### config.mk
export PLATFORM = sky130hd
export DESIGN_NAME = adaptive_frame_rate_meter
export DESIGN_NICKNAME = d
export VERILOG_FILES = /design/src/afrm_pkg.sv /design/src/adaptive_frame_rate_meter.sv /design/src/afrm_queue.sv /design/src/afrm_front.sv /design/src/afrm_back.sv
export SDC_FILE = /design/constraint.sdc
export NUM_CORES = 2
export LEC_CHECK = 0
export BUFFER_PORTS_ARGS = -buffer_cell sky130_fd_sc_hd__buf_2
export CAP_MARGIN = 10
export CORE_MARGIN = 5
export CORE_UTILIZATION = 24
export CTS_CLUSTER_DIAMETER = 50
export DETAILED_ROUTE_END_ITERATION = 6
export PLACE_DENSITY = 0.4
export REMOVE_ABC_BUFFERS = 1
export SLEW_MARGIN = 20
export SYNTH_ARGS = -nofsm -noshare
export SYNTH_HDL_FRONTEND = slang
export SYNTH_SLANG_ARGS = --single-unit
### constraint.sdc
create_clock -name clk -period 6.1 [get_ports clk]
set_input_delay 0.915 -clock clk [delete_from_list [all_inputs] [get_ports clk]]
set_output_delay 0.915 -clock clk [all_outputs]
set_load 0.02 [all_outputs]
### src/afrm_pkg.sv
`timescale 1ns / 1ps
// ----------------------------------------------------------------------------
// afrm_pkg
// Shared constants and types for the adaptive frame rate meter.
// ----------------------------------------------------------------------------
package afrm_pkg;

	localparam int MAX_SAMPLES_DEF = 255;
	localparam int TIME_BITS_DEF   = 32;
	localparam int QUEUE_DEPTH     = 4;

	localparam int CFG_IDX_W  = 3;
	localparam int CFG_DATA_W = 32;

	localparam logic [CFG_IDX_W-1:0] CFG_FAST_WINDOW = 3'd0;
	localparam logic [CFG_IDX_W-1:0] CFG_SLOW_WINDOW = 3'd1;
	localparam logic [CFG_IDX_W-1:0] CFG_START_RATE  = 3'd2;
	localparam logic [CFG_IDX_W-1:0] CFG_BITS_LIMIT  = 3'd3;
	localparam logic [CFG_IDX_W-1:0] CFG_MAX_BITRATE = 3'd4;

	localparam logic [15:0] FAST_WINDOW_RST = 16'd50;
	localparam logic [15:0] SLOW_WINDOW_RST = 16'd80;
	localparam logic [31:0] START_RATE_RST  = 32'd0;
	localparam logic [15:0] BITS_LIMIT_RST  = 16'd256;
	localparam logic [15:0] MAX_BITRATE_RST = 16'd1;

	// frames * RATE_SCALE fits in RATE_NUM_W bits for up to 255 frames
	localparam int          RATE_NUM_W = 25;
	localparam logic [16:0] RATE_SCALE = 17'd100000;
	localparam int          STEP_NUM_W = 40;
	localparam int          STEP_W     = 31;

	typedef struct packed {
		logic full;
		logic empty;
	} q_stat_t;

endpackage

### src/adaptive_frame_rate_meter.sv
`timescale 1ns / 1ps
// ----------------------------------------------------------------------------
// adaptive_frame_rate_meter
// Per-frame timestamp in, smoothed frame rate and step count out.
// ----------------------------------------------------------------------------
// Each frame passes the queue hand-off and, when it closes a period, the
//   rate divider and average update, then the multiply and the step
//   divider before its result is valid.
// The shared rate engine takes one frame at a time and starts the next
//   only after a result is handed off; the 4-entry queue absorbs bursts.
// Reset: asynchronous, clears counters and loads the register defaults.
module adaptive_frame_rate_meter #(
	parameter int MAX_SAMPLES = afrm_pkg::MAX_SAMPLES_DEF,
	parameter int TIME_BITS   = afrm_pkg::TIME_BITS_DEF
) (
	input  logic                                clk,
	input  logic                                arst_n,
	input  logic                                in_valid,
	output logic                                in_stall,
	input  logic [31:0]                         frame_time_ms,
	output logic                                out_valid,
	input  logic                                out_stall,
	output logic                                rate_updated,
	output logic [31:0]                         avg_rate_x100,
	output logic [afrm_pkg::STEP_W-1:0]         step_count,
	output logic [7:0]                          sample_target_now,
	input  logic                                cfg_we,
	input  logic [afrm_pkg::CFG_IDX_W-1:0]      cfg_index,
	input  logic [afrm_pkg::CFG_DATA_W-1:0]     cfg_data
);

	localparam int QW = TIME_BITS + 17;

	logic [15:0] fast_window_q;
	logic [15:0] slow_window_q;
	logic [15:0] bits_limit_q;
	logic [15:0] max_bitrate_q;

	afrm_pkg::q_stat_t q_stat;
	logic              push;
	logic              pop;
	logic [QW-1:0]     push_data;
	logic [QW-1:0]     pop_data;
	logic              avg_load;

	assign in_stall = q_stat.full;
	assign avg_load = cfg_we && (cfg_index == afrm_pkg::CFG_START_RATE);

	// start rate goes straight into the average on its write
	always_ff @(posedge clk or negedge arst_n) begin
		if (!arst_n) begin
			fast_window_q <= afrm_pkg::FAST_WINDOW_RST;
			slow_window_q <= afrm_pkg::SLOW_WINDOW_RST;
			bits_limit_q  <= afrm_pkg::BITS_LIMIT_RST;
			max_bitrate_q <= afrm_pkg::MAX_BITRATE_RST;
		end else if (cfg_we) begin
			unique case (cfg_index)
				afrm_pkg::CFG_FAST_WINDOW: fast_window_q <= cfg_data[15:0];
				afrm_pkg::CFG_SLOW_WINDOW: slow_window_q <= cfg_data[15:0];
				afrm_pkg::CFG_START_RATE: begin
				end
				afrm_pkg::CFG_BITS_LIMIT:  bits_limit_q  <= cfg_data[15:0];
				afrm_pkg::CFG_MAX_BITRATE: max_bitrate_q <= cfg_data[15:0];
				default: begin
				end
			endcase
		end
	end

	afrm_front #(
		.MAX_SAMPLES (MAX_SAMPLES),
		.TIME_BITS   (TIME_BITS)
	) u_front (
		.clk            (clk),
		.arst_n         (arst_n),
		.in_valid       (in_valid),
		.frame_time_ms  (frame_time_ms),
		.fast_window_ms (fast_window_q),
		.slow_window_ms (slow_window_q),
		.q_stat         (q_stat),
		.push           (push),
		.push_data      (push_data)
	);

	afrm_queue #(
		.WIDTH (QW),
		.DEPTH (afrm_pkg::QUEUE_DEPTH)
	) u_queue (
		.clk       (clk),
		.arst_n    (arst_n),
		.push      (push),
		.push_data (push_data),
		.pop       (pop),
		.pop_data  (pop_data),
		.stat      (q_stat)
	);

	afrm_back #(
		.TIME_BITS (TIME_BITS)
	) u_back (
		.clk               (clk),
		.arst_n            (arst_n),
		.q_stat            (q_stat),
		.pop_data          (pop_data),
		.pop               (pop),
		.avg_load          (avg_load),
		.start_rate_x100   (cfg_data[31:0]),
		.bits_at_limit_q8  (bits_limit_q),
		.max_bitrate       (max_bitrate_q),
		.out_valid         (out_valid),
		.out_stall         (out_stall),
		.rate_updated      (rate_updated),
		.avg_rate_x100     (avg_rate_x100),
		.step_count        (step_count),
		.sample_target_now (sample_target_now)
	);

	a_step_nonzero: assert property (@(posedge clk) disable iff (!arst_n)
		out_valid |-> (step_count != '0))
		else $error("step count of zero on a valid request");

	a_queue_stat: assert property (@(posedge clk) disable iff (!arst_n)
		!(q_stat.full && q_stat.empty))
		else $error("queue reports full and empty at once");

	a_out_gap: assert property (@(posedge clk) disable iff (!arst_n)
		(out_valid && !out_stall) |=> !out_valid)
		else $error("result shown again right after hand-off");

	a_pop_idle: assert property (@(posedge clk) disable iff (!arst_n)
		pop |-> (!out_valid && !q_stat.empty))
		else $error("queue popped while engine busy or queue empty");

endmodule

### src/afrm_queue.sv
`timescale 1ns / 1ps
// ----------------------------------------------------------------------------
// afrm_queue
// Small register FIFO between the frame classifier and the rate engine.
// ----------------------------------------------------------------------------
module afrm_queue #(
	parameter int WIDTH = 49,
	parameter int DEPTH = afrm_pkg::QUEUE_DEPTH
) (
	input  logic                clk,
	input  logic                arst_n,
	input  logic                push,
	input  logic [WIDTH-1:0]    push_data,
	input  logic                pop,
	output logic [WIDTH-1:0]    pop_data,
	output afrm_pkg::q_stat_t   stat
);

	localparam int PW = (DEPTH > 1) ? $clog2(DEPTH) : 1;
	localparam int CW = $clog2(DEPTH + 1);

	logic [WIDTH-1:0] mem_q [DEPTH];
	logic [PW-1:0]    wr_ptr_q;
	logic [PW-1:0]    rd_ptr_q;
	logic [CW-1:0]    count_q;

	assign stat.full  = (count_q == CW'(DEPTH));
	assign stat.empty = (count_q == '0);
	assign pop_data   = mem_q[rd_ptr_q];

	always_ff @(posedge clk) begin
		if (push) begin
			mem_q[wr_ptr_q] <= push_data;
		end
	end

	always_ff @(posedge clk or negedge arst_n) begin
		if (!arst_n) begin
			wr_ptr_q <= '0;
			rd_ptr_q <= '0;
			count_q  <= '0;
		end else begin
			if (push) begin
				wr_ptr_q <= (wr_ptr_q == PW'(DEPTH - 1)) ? '0 : wr_ptr_q + 1'b1;
			end
			if (pop) begin
				rd_ptr_q <= (rd_ptr_q == PW'(DEPTH - 1)) ? '0 : rd_ptr_q + 1'b1;
			end
			if (push && !pop) begin
				count_q <= count_q + 1'b1;
			end else if (pop && !push) begin
				count_q <= count_q - 1'b1;
			end
		end
	end

endmodule

### src/afrm_front.sv
`timescale 1ns / 1ps
// ----------------------------------------------------------------------------
// afrm_front
// Counts frames, closes sampling periods, adapts the sample target and
// queues one command per frame for the rate engine.
// ----------------------------------------------------------------------------
module afrm_front #(
	parameter int MAX_SAMPLES = afrm_pkg::MAX_SAMPLES_DEF,
	parameter int TIME_BITS   = afrm_pkg::TIME_BITS_DEF
) (
	input  logic                   clk,
	input  logic                   arst_n,
	input  logic                   in_valid,
	input  logic [31:0]            frame_time_ms,
	input  logic [15:0]            fast_window_ms,
	input  logic [15:0]            slow_window_ms,
	input  afrm_pkg::q_stat_t      q_stat,
	output logic                   push,
	output logic [TIME_BITS+16:0]  push_data
);

	localparam int          CW   = (TIME_BITS > 16) ? TIME_BITS : 16;
	localparam logic [7:0]  TCAP = 8'((MAX_SAMPLES > 255) ? 255 : MAX_SAMPLES);

	logic [7:0]           frames_q;
	logic [7:0]           target_q;
	logic [TIME_BITS-1:0] start_q;

	logic [TIME_BITS-1:0] now;
	logic [TIME_BITS-1:0] delta;
	logic [7:0]           frames_nx;
	logic [7:0]           target_nx;
	logic                 at_target;
	logic                 closed;

	assign push = in_valid && !q_stat.full;
	assign now  = TIME_BITS'(frame_time_ms);

	always_comb begin
		frames_nx = (frames_q != 8'hFF) ? frames_q + 8'd1 : frames_q;
		at_target = (frames_nx == target_q);
		delta     = now - start_q;
		target_nx = target_q;
		if (at_target) begin
			if (CW'(delta) < CW'(fast_window_ms)) begin
				if (target_q < TCAP) begin
					target_nx = target_q + 8'd1;
				end
			end else if (CW'(delta) > CW'(slow_window_ms)) begin
				target_nx = (target_q > 8'd2) ? target_q - 8'd1 : 8'd2;
			end
		end
		closed = at_target && (delta != '0);
	end

	assign push_data = {closed, frames_nx, target_nx, delta};

	always_ff @(posedge clk or negedge arst_n) begin
		if (!arst_n) begin
			frames_q <= '0;
			target_q <= 8'd1;
			start_q  <= '0;
		end else if (push) begin
			target_q <= target_nx;
			if (closed) begin
				frames_q <= '0;
				start_q  <= now;
			end else begin
				frames_q <= frames_nx;
			end
		end
	end

endmodule

### src/afrm_back.sv
`timescale 1ns / 1ps
// ----------------------------------------------------------------------------
// afrm_back
// Rate engine: divides the closed period into a rate, smooths the average
// and derives the step count through a radix-4 divider.
// ----------------------------------------------------------------------------
module afrm_back #(
	parameter int TIME_BITS = afrm_pkg::TIME_BITS_DEF
) (
	input  logic                                clk,
	input  logic                                arst_n,
	input  afrm_pkg::q_stat_t                   q_stat,
	input  logic [TIME_BITS+16:0]               pop_data,
	output logic                                pop,
	input  logic                                avg_load,
	input  logic [31:0]                         start_rate_x100,
	input  logic [15:0]                         bits_at_limit_q8,
	input  logic [15:0]                         max_bitrate,
	output logic                                out_valid,
	input  logic                                out_stall,
	output logic                                rate_updated,
	output logic [31:0]                         avg_rate_x100,
	output logic [afrm_pkg::STEP_W-1:0]         step_count,
	output logic [7:0]                          sample_target_now
);

	localparam int NW       = afrm_pkg::RATE_NUM_W;
	localparam int SW       = afrm_pkg::STEP_NUM_W;
	localparam int STEP_W_L = afrm_pkg::STEP_W;

	typedef enum logic [5:0] {
		ST_IDLE = 6'b000001,
		ST_RDIV = 6'b000010,
		ST_AVG  = 6'b000100,
		ST_MUL  = 6'b001000,
		ST_SDIV = 6'b010000,
		ST_DONE = 6'b100000
	} state_t;

	state_t               state_q;
	logic [4:0]           cnt_q;
	logic [31:0]          avg_q;
	logic                 upd_q;
	logic [7:0]           target_q;
	logic [TIME_BITS-1:0] delta_q;
	logic [NW-1:0]        rnum_q;
	logic [NW-1:0]        rquo_q;
	logic [TIME_BITS-1:0] rrem_q;
	logic [SW-1:0]        snum_q;
	logic [SW-1:0]        squo_q;
	logic [15:0]          srem_q;
	logic [STEP_W_L-1:0]  step_q;

	logic                 e_upd;
	logic [7:0]           e_frames;
	logic [7:0]           e_target;
	logic [TIME_BITS-1:0] e_delta;

	logic [TIME_BITS:0]   r_sh;
	logic                 r_ge;
	logic [TIME_BITS:0]   r_diff;
	logic [32:0]          avg_sum;
	logic [15:0]          sdiv;
	logic [16:0]          s1_sh, s1_rem, s2_sh, s2_rem;
	logic                 s1_ge, s2_ge;
	logic [SW-1:0]        squo_nx;
	logic [STEP_W_L-1:0]  step_nx;

	assign {e_upd, e_frames, e_target, e_delta} = pop_data;
	assign pop       = (state_q == ST_IDLE) && !q_stat.empty;
	assign out_valid = (state_q == ST_DONE);

	always_comb begin
		r_sh   = {rrem_q, rnum_q[NW-1]};
		r_ge   = (r_sh >= {1'b0, delta_q});
		r_diff = r_sh - {1'b0, delta_q};

		avg_sum = {1'b0, avg_q} + 33'(rquo_q);

		sdiv   = (max_bitrate == '0) ? 16'd1 : max_bitrate;
		s1_sh  = {srem_q, snum_q[SW-1]};
		s1_ge  = (s1_sh >= {1'b0, sdiv});
		s1_rem = s1_ge ? s1_sh - {1'b0, sdiv} : s1_sh;
		s2_sh  = {s1_rem[15:0], snum_q[SW-2]};
		s2_ge  = (s2_sh >= {1'b0, sdiv});
		s2_rem = s2_ge ? s2_sh - {1'b0, sdiv} : s2_sh;

		squo_nx = {squo_q[SW-3:0], s1_ge, s2_ge};

		if (squo_nx[SW-1:STEP_W_L] != '0) begin
			step_nx = '1;
		end else if (squo_nx == '0) begin
			step_nx = STEP_W_L'(1);
		end else begin
			step_nx = squo_nx[STEP_W_L-1:0];
		end
	end

	always_ff @(posedge clk) begin
		unique case (state_q)
			ST_IDLE: begin
				upd_q    <= e_upd;
				target_q <= e_target;
				delta_q  <= e_delta;
				rnum_q   <= NW'(e_frames) * NW'(afrm_pkg::RATE_SCALE);
				rquo_q   <= '0;
				rrem_q   <= '0;
			end
			ST_RDIV: begin
				rnum_q <= rnum_q << 1;
				rquo_q <= {rquo_q[NW-2:0], r_ge};
				rrem_q <= r_ge ? r_diff[TIME_BITS-1:0] : r_sh[TIME_BITS-1:0];
			end
			ST_MUL: begin
				snum_q <= SW'((48'(avg_q) * 48'(bits_at_limit_q8)) >> 8);
				squo_q <= '0;
				srem_q <= '0;
			end
			ST_SDIV: begin
				snum_q <= snum_q << 2;
				squo_q <= squo_nx;
				srem_q <= s2_rem[15:0];
				if (cnt_q == '0) begin
					rate_updated      <= upd_q;
					avg_rate_x100     <= avg_q;
					sample_target_now <= target_q;
				end
			end
			default: begin
			end
		endcase
	end

	assign step_count = step_q;

	always_ff @(posedge clk) begin
		if (state_q == ST_SDIV && cnt_q == '0) begin
			step_q <= step_nx;
		end
	end

	always_ff @(posedge clk or negedge arst_n) begin
		if (!arst_n) begin
			state_q <= ST_IDLE;
			cnt_q   <= '0;
			avg_q   <= afrm_pkg::START_RATE_RST;
		end else begin
			if (avg_load) begin
				avg_q <= start_rate_x100;
			end else if (state_q == ST_AVG) begin
				avg_q <= avg_sum[32:1];
			end
			unique case (state_q)
				ST_IDLE: begin
					if (!q_stat.empty) begin
						cnt_q   <= 5'(NW - 1);
						state_q <= e_upd ? ST_RDIV : ST_MUL;
					end
				end
				ST_RDIV: begin
					cnt_q <= cnt_q - 5'd1;
					if (cnt_q == '0) begin
						state_q <= ST_AVG;
					end
				end
				ST_AVG: begin
					state_q <= ST_MUL;
				end
				ST_MUL: begin
					cnt_q   <= 5'(SW / 2 - 1);
					state_q <= ST_SDIV;
				end
				ST_SDIV: begin
					cnt_q <= cnt_q - 5'd1;
					if (cnt_q == '0) begin
						state_q <= ST_DONE;
					end
				end
				ST_DONE: begin
					if (!out_stall) begin
						state_q <= ST_IDLE;
					end
				end
				default: begin
					state_q <= ST_IDLE;
				end
			endcase
		end
	end

endmodule

==> run_results.csv <==
group,metric,value,unit
outcome,status,"complete, but fails checks",
placement,place_area,55490,sq um
floorplanning,start_util,24.07,%
sta,worst_pin_slew,1.116,ns
logic_synthesis,synthCells,4610,
sta,fin_crit,6.649,ns
cts,numCtsBuffers,107,
min_path,hold_path_class,"in -> async",
logic_synthesis,ys_warn_count,0,
logic_synthesis,synth_top_area_share,29.33,%
final_layout,postLayoutCellArea,60620,sq um
cts,root_buffer,"clkbuf_16",
worst_setup_path,reg2reg_setup_slack,-0.55,ns
placement,dp.cells,7609,
global_routing,grt_pass1_wl,226.4,mm
route,met2_length,67.06,mm
final_layout,drive_gt1_share,20.92,%
worst_setup_path,required,6.54,ns
floorplanning,io_pins,146,
sta,finalSetupViolCount,27,
logic_synthesis,synth-edff-count,480,
logic_synthesis,netlist_area,49140,sq um
logic_synthesis,synth_area_leaders,"edfxtp_1 29%, fa_1 18%, ha_1 8.4%",
floorplanning,coreArea,204200,sq um
global_routing,grt_start_max_net_pins,102,
placement,port_buffers,145,
worst_setup_path,path_max_fanout,8,
final_layout,final_cell_mix,"582 x inv_1, 548 x nand2_1, 480 x edfxtp_1",
sta,rsz0062_at_grt,"true",
floorplanning,die_area,213900,sq um
route,wl_per_cell,18.48,um
worst_setup_path,crit_type,"reg -> reg",
logic_synthesis,synth-seq-area-share,37.60,%
worst_setup_path,cp.arrival,7.09,ns
global_routing,grt_remaining_overflow,0,
logic_synthesis,synthArstFlopShare,25.23,%
route,via_per_inst,4.390,
cts,cts_hold_buffers,0,
route,ant_nets,0,
logic_synthesis,synth_flop_cell,"edfxtp_1",
floorplanning,die_w,462.5,um
final_layout,area_delta_synth_final,23.35,%
cts,cts_sinks,642,
placement,dpl.hpwl,109.9,mm
logic_synthesis,syn_avg_cell_area,10.66,sq um
route,drc_errors,0,
logic_synthesis,yosysTopAreaCell,"edfxtp_1",
global_routing,grt_pass1_vias,37020,
worst_setup_path,critPathLaunchType,"register",
cts,htree_levels,3,
sta,timing.final.crit_share,109.0,%
cts,cts.path.max_buffers,3,
placement,gp_congestion,0.8204,
final_layout,final_common_cell,"inv_1",
route,drt_pass1_iterations,5,
route,drt-met1-wl,68.12,mm
sta,slew_headroom,25.58,%
sta,fin_ws,-0.5489,ns
route,highest_layer,"met4",
route,drt-total-wl,145.4,mm
logic_synthesis,synth_seq_cells,642,
cts,cts_tree,"built",
route,via_count,34550,
sta,skew,0.04810,ns
route,drt_iter0_drc,1943,
route,wl_met3,5.954,mm
final_layout,fin_cells,7870,
floorplanning,row_count,166,
outcome,violations,"setup timing",
cts,clock_latency,0.73,ns
job,maxCapViolCount,0,
final_layout,finalCoreUtilization,29.69,%
sta,fmax,150.4,MHz
sta,hold_ws,0.1646,ns
floorplanning,die-height,462.5,um
global_routing,grt_usage,13.57,%
sta,maxSlewViolCount,0,
final_layout,nets,5927,
logic_synthesis,synth_cell_types,86,
worst_setup_path,cp-end-kind,"register",
sta,report.final.hold_viol_count,0,
global_routing,grt_antenna_before_repair,12,
cts,path_clk_slew,0.06,ns
==> area by class of cell <==
cell class / instances / area (sq um)
flip-flops and latches: 642 / 18500
well taps: 2688 / 3363
inverters: 597 / 2241
diodes: 1 / 2.502
fillers: 21240 / 143600
multi-input cells: 3172 / 28360
repair buffers: 569 / 4473
clock buffers: 127 / 2825
clock inverters: 74 / 847.1
==> sequential cells by signal, indices dropped and copies added, names as in the netlist, 6 cells and up <==
signal	cells
u_back.snum_q	40
slow_window_q	16
fast_window_q	16
u_front.start_q	32
u_front.frames_q	8
u_back.rquo_q	25
u_back.state_q	6
u_back.rnum_q	20
u_back.sample_target_now	8
u_back.delta_q	32
u_back.target_q	8
max_bitrate_q	16
bits_limit_q	16
u_front.target_q	8
u_queue.mem_q	196
u_back.srem_q	16
u_back.avg_q	32
u_back.avg_rate_x100	32
u_back.rrem_q	32
u_back.step_count	31
u_back.squo_q	38
==> layer usage <==
| metal | track usage, % | vias to the layer above |
|---|---|---|
| met3 | 2.162 | 189 |
| met5 | 0 | - |
| li1 | - | 16510 |
| met2 | 22.16 | 559 |
| met4 | 3.926 | 0 |
| met1 | 18.59 | 17290 |
==> per-stage QoR <==
step | setup WS, ns | setup TNS, ns
finish | -0.5489 | -9.706
global route | -0.7589 | -16.45
CTS | -0.5552 | -10.22
detailed placement | -0.9515 | -21.59
global placement | -0.9956 | -21.30
floorplan | -1.065 | -23.59
==> path summary, 6_finish.rpt <==
check | startpoint | end | depth (start not counted)
min reg2reg | u_back.target_q[3]$_DFFE_PP_ | u_back.sample_target_now[3]$_DFFE_PP_ | 0
min in group clk | cfg_data[21] | u_back.avg_q[21]$_DFFE_PN0P_ | 3
max reg2reg | u_back.avg_q[7]$_DFFE_PN0P_ | u_back.snum_q[28]$_DFFE_PP_ | 24
max in group asynchronous | arst_n | bits_limit_q[6]$_DFFE_PN0P_ | 2
min | arst_n | u_queue.wr_ptr_q[0]$_DFFE_PN0P_ | 1
max | u_back.avg_q[7]$_DFFE_PN0P_ | u_back.snum_q[28]$_DFFE_PP_ | 24
==> cell usage after synthesis, types with 66 or more instances <==
| master | number |
|---|---|
| dfrtp_1 | 153 |
| nor3_1 | 68 |
| nor2_1 | 231 |
| nand2_1 | 566 |
| clkbuf_1 | 175 |
| xor2_1 | 66 |
| fa_1 | 435 |
| xnor2_1 | 99 |
| a21o_1 | 88 |
| o21ai_0 | 167 |
| edfxtp_1 | 480 |
| a21oi_1 | 206 |
| and2_1 | 252 |
| ha_1 | 331 |
| inv_1 | 595 |
==> what timing repair did <==
action                                 CTS  global route
setup buffers                           32            27
endpoints found under the hold margin    0             0
pin swaps                               97            75
gates resized for setup                140            97
setup endpoints to repair               49            52
cloned                                   2             1
==> critical path: stages, from the launching register on <==
cell,delay [ns]
dfrtp_2,0.44
buf_12,0.16
and2_4,0.16
fa_1,0.54
inv_2,0.04
fa_1,0.51
fa_2,0.57
fa_2,0.46
fa_2,0.58
inv_2,0.04
fa_2,0.57
ha_4,0.20
and4_4,0.20
a221o_1,0.37
a21oi_2,0.23
a21oi_4,0.12
o21ai_2,0.15
buf_6,0.15
nand2_4,0.06
buf_6,0.11
a21o_1,0.15
a21o_1,0.18
a21oi_2,0.13
xor2_1,0.14
a21oi_1,0.09
==> cell families after synthesis <==
logic type | count (synthesis) | synth area share (%)
flip-flops | 642 | 37.60
adder cells (fa/ha/maj) | 766 | 26.15
multiplexers | 152 | 4.751
AO/OA/AOI/OAI | 683 | 8.698
AND/OR/NAND/NOR | 1406 | 13.69
buffers and inverters | 796 | 6.167
XOR/XNOR | 165 | 2.941
Power is left out: the tool's default activity adds up to more than one toggle a clock period on the data nets, which glitch-free logic cannot reach.
